### src/sv/kbtt_ram.sv
// Generic simple dual-port RAM with registered read.
`timescale 1ns / 1ps

module kbtt_ram #(
   parameter int WIDTH = 8,
   parameter int DEPTH = 16
) (
   input  logic                     clock,
   input  logic                     wr_en,
   input  logic [$clog2(DEPTH)-1:0] wr_addr,
   input  logic [WIDTH-1:0]         wr_data,
   input  logic [$clog2(DEPTH)-1:0] rd_addr,
   output logic [WIDTH-1:0]         rd_data
);

   logic [WIDTH-1:0] mem [DEPTH];
   logic [WIDTH-1:0] rd_data_ff;

   always_ff @(posedge clock) begin
      if (wr_en) begin
         mem[wr_addr] <= wr_data;
      end
      rd_data_ff <= mem[rd_addr];
   end

   assign rd_data = rd_data_ff;

endmodule

### config.mk
export PLATFORM = sky130hd
export DESIGN_NAME = kbtt_ram
export DESIGN_NICKNAME = d
export VERILOG_FILES = /design/src/sv/kbtt_ram.sv
export SDC_FILE = /design/constraint.sdc
export NUM_CORES = 1
export LEC_CHECK = 0
export BUFFER_PORTS_ARGS = -buffer_cell sky130_fd_sc_hd__buf_4
export CAP_MARGIN = 5
export CORE_MARGIN = 2
export CORE_UTILIZATION = 55
export CTS_BUF_LIST = sky130_fd_sc_hd__clkbuf_4 sky130_fd_sc_hd__clkbuf_8
export DETAILED_ROUTE_END_ITERATION = 8
export PLACE_DENSITY = 0.8
export SLEW_MARGIN = 5
export SYNTH_ARGS = -nofsm -noshare
export SYNTH_HDL_FRONTEND = slang
export SYNTH_SLANG_ARGS = --single-unit
### constraint.sdc
create_clock -name clock -period 3.35 [get_ports clock]
set_input_delay 0.335 -clock clock [delete_from_list [all_inputs] [get_ports clock]]
set_output_delay 0.335 -clock clock [all_outputs]
set_load 0.02 [all_outputs]
# --- After elaboration in Yosys (flattened, before gate mapping) ---
# Memory sizes are Yosys's and may differ from the RTL's. A register that Yosys moved wholly into a read port is not among the register bits.
# Cells that the tools add are included.
word_totals:
  regBits: 0
  ram_bits: 128
  in_bits: 18
  n_memories: 1
classes:
  muxes: 2
mem_list:
  columns: ["name", "depth", "width", "rd", "rd_ports_with_merged_regs", "write_ports", "line", "rtl"]
  rows:
  - ["mem", 16, 8, 1, 1, 1, "16", "logic [WIDTH-1:0] mem [DEPTH];"]
ops:
  columns: ["cell", "count"]
  rows:
  - ["$mux W1", 2]

# --- Logic depth before layout (Yosys ltp) ---
logic_depth:
  word_depth: 2
  ltp_mapped: 5
  depth_no_buf: 3

# --- Worst setup path after synthesis ---
# Ideal clock, no wire load.
synth_path:
  kind: "input port to flip-flop"
  start: "in wr_addr[2]"
  end: "mem mem[0][0] (enable)"
  arrival_time_ns: 1.445
  required_time_ns: 2.967
  slack_ns: 1.522
  cell_stages: 2
  n_path_buf: 0
  cell_sequence: "or3b_2 > nor3_1"
synth_rtl:
  columns: ["item", "line", "rtl"]
  rows:
  - ["start: declaration", "10", "input logic [$clog2(DEPTH)-1:0] wr_addr,"]
  - ["end: declaration", "16", null]
# Straight into the memory's write port.

# --- Worst setup path in the final report ---
layout_path:
  start: "in wr_addr[2]"
  end: "mem mem[1][2] (enable)"
# Straight into the memory's write port.

==> flow_summary.json <==
{
  "status": "completed",
  "synth_most_common_cell": "edfxtp_1",
  "p_int_uw": 2810,
  "viasPerCell": 6.11,
  "tns_ns": 0,
  "row_count": 35,
  "report.final.slew_viol_count": 0,
  "cts_setup_buffers": 0,
  "synth_ff_type": "edfxtp_1",
  "ant_nets": 0,
  "muxShareOfSynthArea_pct": 15.0,
  "layout-area-overhead-vs-synth_pct": 13.8,
  "dieArea_mm2": 0.0101,
  "max-clock-path-buffers": 2,
  "antenna_cells": 0,
  "power.switching_uw": 752,
  "die_y_um": 101,
  "final-seq-area_mm2": 0.00400,
  "clock_power_share_pct": 41.0,
  "cts.sinks": 136,
  "syn_area_mm2": 0.00515,
  "max_stage_delay_ns": 0.67,
  "critical_path.slowest_cell": "nor2_1",
  "path_class": "in -> reg",
  "drt_iter0_drc": 261,
  "grt.total_usage_pct": 20.9,
  "cts_tree": "yes",
  "finalCriticalPeriod_ns": 1.58,
  "ys_types": 19,
  "grt_antenna_before_repair": 0,
  "critical_path.startpoint_type": "input pin",
  "drive_gt1_share_pct": 28.2,
  "async_flop_share_pct": 0,
  "synth-simple-area-share_pct": 3.18,
  "synth-seq-area-share_pct": 77.8,
  "yosys_warnings": 0,
  "first_global_vias": 2404,
  "die_w_um": 101,
  "synth_enable_flop_cells": 128,
  "wirelength_um": 9510,
  "hold_viol": 0,
  "drv_cap": 0,
  "synth-seq-cells": 136,
  "netlist_top_cells_count": "128 x edfxtp_1, 18 x mux4_2, 16 x a22oi_1",
  "switching_share_pct": 21.1,
  "syn-num-nets": 247,
  "synth_compound_area_share_pct": 2.33,
  "p_leak_uw": 0.00195,
  "ctsResizeCount": 0,
  "cts-hold-fix-buffers": 0,
  "endpoint_kind": "register",
  "grt_pass1_wl_um": 14500,
  "power_uw": 3560,
  "setup_viol": 0,
  "synth_top_cell_area_share_pct": 74.7,
  "syn_inst": 229,
  "synth_top_family_by_area": "multiplexers",
  "pwr-share-comb_pct": 5.3,
  "cp_max_fo": 8,
  "dpl.cell_count": 358,
  "tightest_slew_ns": 1.08,
  "yosys.area.top_type": "edfxtp_1",
  "grt_max_degree": 33,
  "grt-ovfl-total": 0,
  "avgRoutedWirePerCell_um": 24.3,
  "final_nets": 285,
  "drc": 0,
  "rsz0062_at_grt": "no",
  "clkLatencyLatePin_ns": 0.43,
  "peakVddDrop_mv": 0.313,
  "required_ns": 3.41,
  "core_area_mm2": 0.00915,
  "cts.htree.levels": 4,
  "start_util_pct": 56.2,
  "layout.cells.non_filler": 391,
  "clockRootBuffer": "clkbuf_8",
  "vias": 2389,
  "max_freq_mhz": 631,
  "nFillCells": 597,
  "path_cells": "buf_4 > or3b_2 > nor2_1",
  "slew_headroom_pct": 28.0,
  "gp_congestion": 0.856,
  "worst-endpoint-arrival_ns": 1.64,
  "p_seq_share_pct": 53.8,
  "numCtsBuffers": 17,
  "firstDrtPassIters": 4,
  "p_per_area_mw_per_mm2": 607,
  "final_core_util_pct": 64.0,
  "synthTopCellsByArea": "edfxtp_1 75%, mux4_2 7.9%, mux4_1 7.1%",
  "hp-class": "in -> reg",
  "io_buffers": 25,
  "syn_area_per_cell_um2": 22.5,
  "synth-adder-area-share_pct": 0,
  "path_clk_slew_ns": 0.08,
  "hold_ws_ns": 0.215,
  "multi_input_area_mm2": 0.00106,
  "fin_worst_skew_ns": 0.00783,
  "synth_xor_area_share_pct": 0,
  "hpwlAfterDp_um": 5790,
  "io_pins": 26,
  "period_share_pct": 47.3
}
==> power groups by stage <==
stage / sequential, uW / combinational [uW] / clock (uW)
after global placement: 1950 / 183 / 0
after detailed placement: 1950 / 188 / 0
final: 1910 / 187 / 1460
after global routing: 1920 / 202 / 1540
after CTS: 1910 / 189 / 1470
after floorplan: 1960 / 96.6 / 0
==> cell usage in the layout (no fill, tap or decap), drive strengths merged, types with 2 or more instances in the layout <==
| cell | Yosys | layout |
|---|---|---|
| a22oi | 16 | 16 |
| buf | 7 | 28 |
| bufinv | 0 | 4 |
| clkbuf | 0 | 19 |
| clkinv | 0 | 5 |
| clkinvlp | 0 | 3 |
| dfxtp | 8 | 8 |
| edfxtp | 128 | 128 |
| inv | 0 | 2 |
| mux4 | 32 | 32 |
| nand2 | 9 | 9 |
| nand2b | 2 | 2 |
| nand3b | 2 | 2 |
| nor2 | 13 | 13 |
| nor3 | 4 | 4 |
==> critical path: cells and delay by family <==
family / cells / cell delay, ns
buffers and inverters: 1 / 0.12
and+or+nand+nor: 2 / 1.18
==> through the flow <==
stage          worst slack [ns]  cell area [um2]
2_1_floorplan              1.52             5150
3_3_place_gp               1.28             5410
3_5_place_dp               1.15             5410
4_1_cts                    1.68             5850
5_1_grt                    1.73             5860
6_report                   1.77             5860
==> final timing paths <==
check / startpoint / end / slack, ns / depth (start not counted)
hold reg to reg: mem[14][5] / rd_data[5] / 0.67 / 3
setup / recovery: wr_addr[2] / mem[1][2] / 1.77 / 3
hold / removal: wr_data[7] / mem[9][7] / 0.21 / 1
setup reg to reg: mem[9][2] / rd_data[2] / 1.98 / 3
==> cell type report <==
type	count	share of cell area, %
flip-flops and latches	136	68.4
multi-input cells	83	18.1
clock buffers	18	4.12
repair buffers	29	3.68
clock inverters	14	3.40
well taps	111	2.37
==> kinds of logic after synthesis <==
group	Yosys count
simple gates	35
mux	32
flops	136
buf+inv	10
compound gates	16
==> routing by layer <==
layer / share of wire (%) / track usage (%) / up-vias
li1: - / - / 1051
met1: 40 / 30.2 / 1201
met2: 49 / 30.8 / 123
met3: 8.9 / 5.76 / 14
met4: 1.7 / 8.64 / 0
met5: 0 / 0 / -
==> registers in the layout, indices dropped and copies added, names as in the netlist <==
signal,cells
mem,128
rd_data,8
Power figures use the tool's default switching activity.
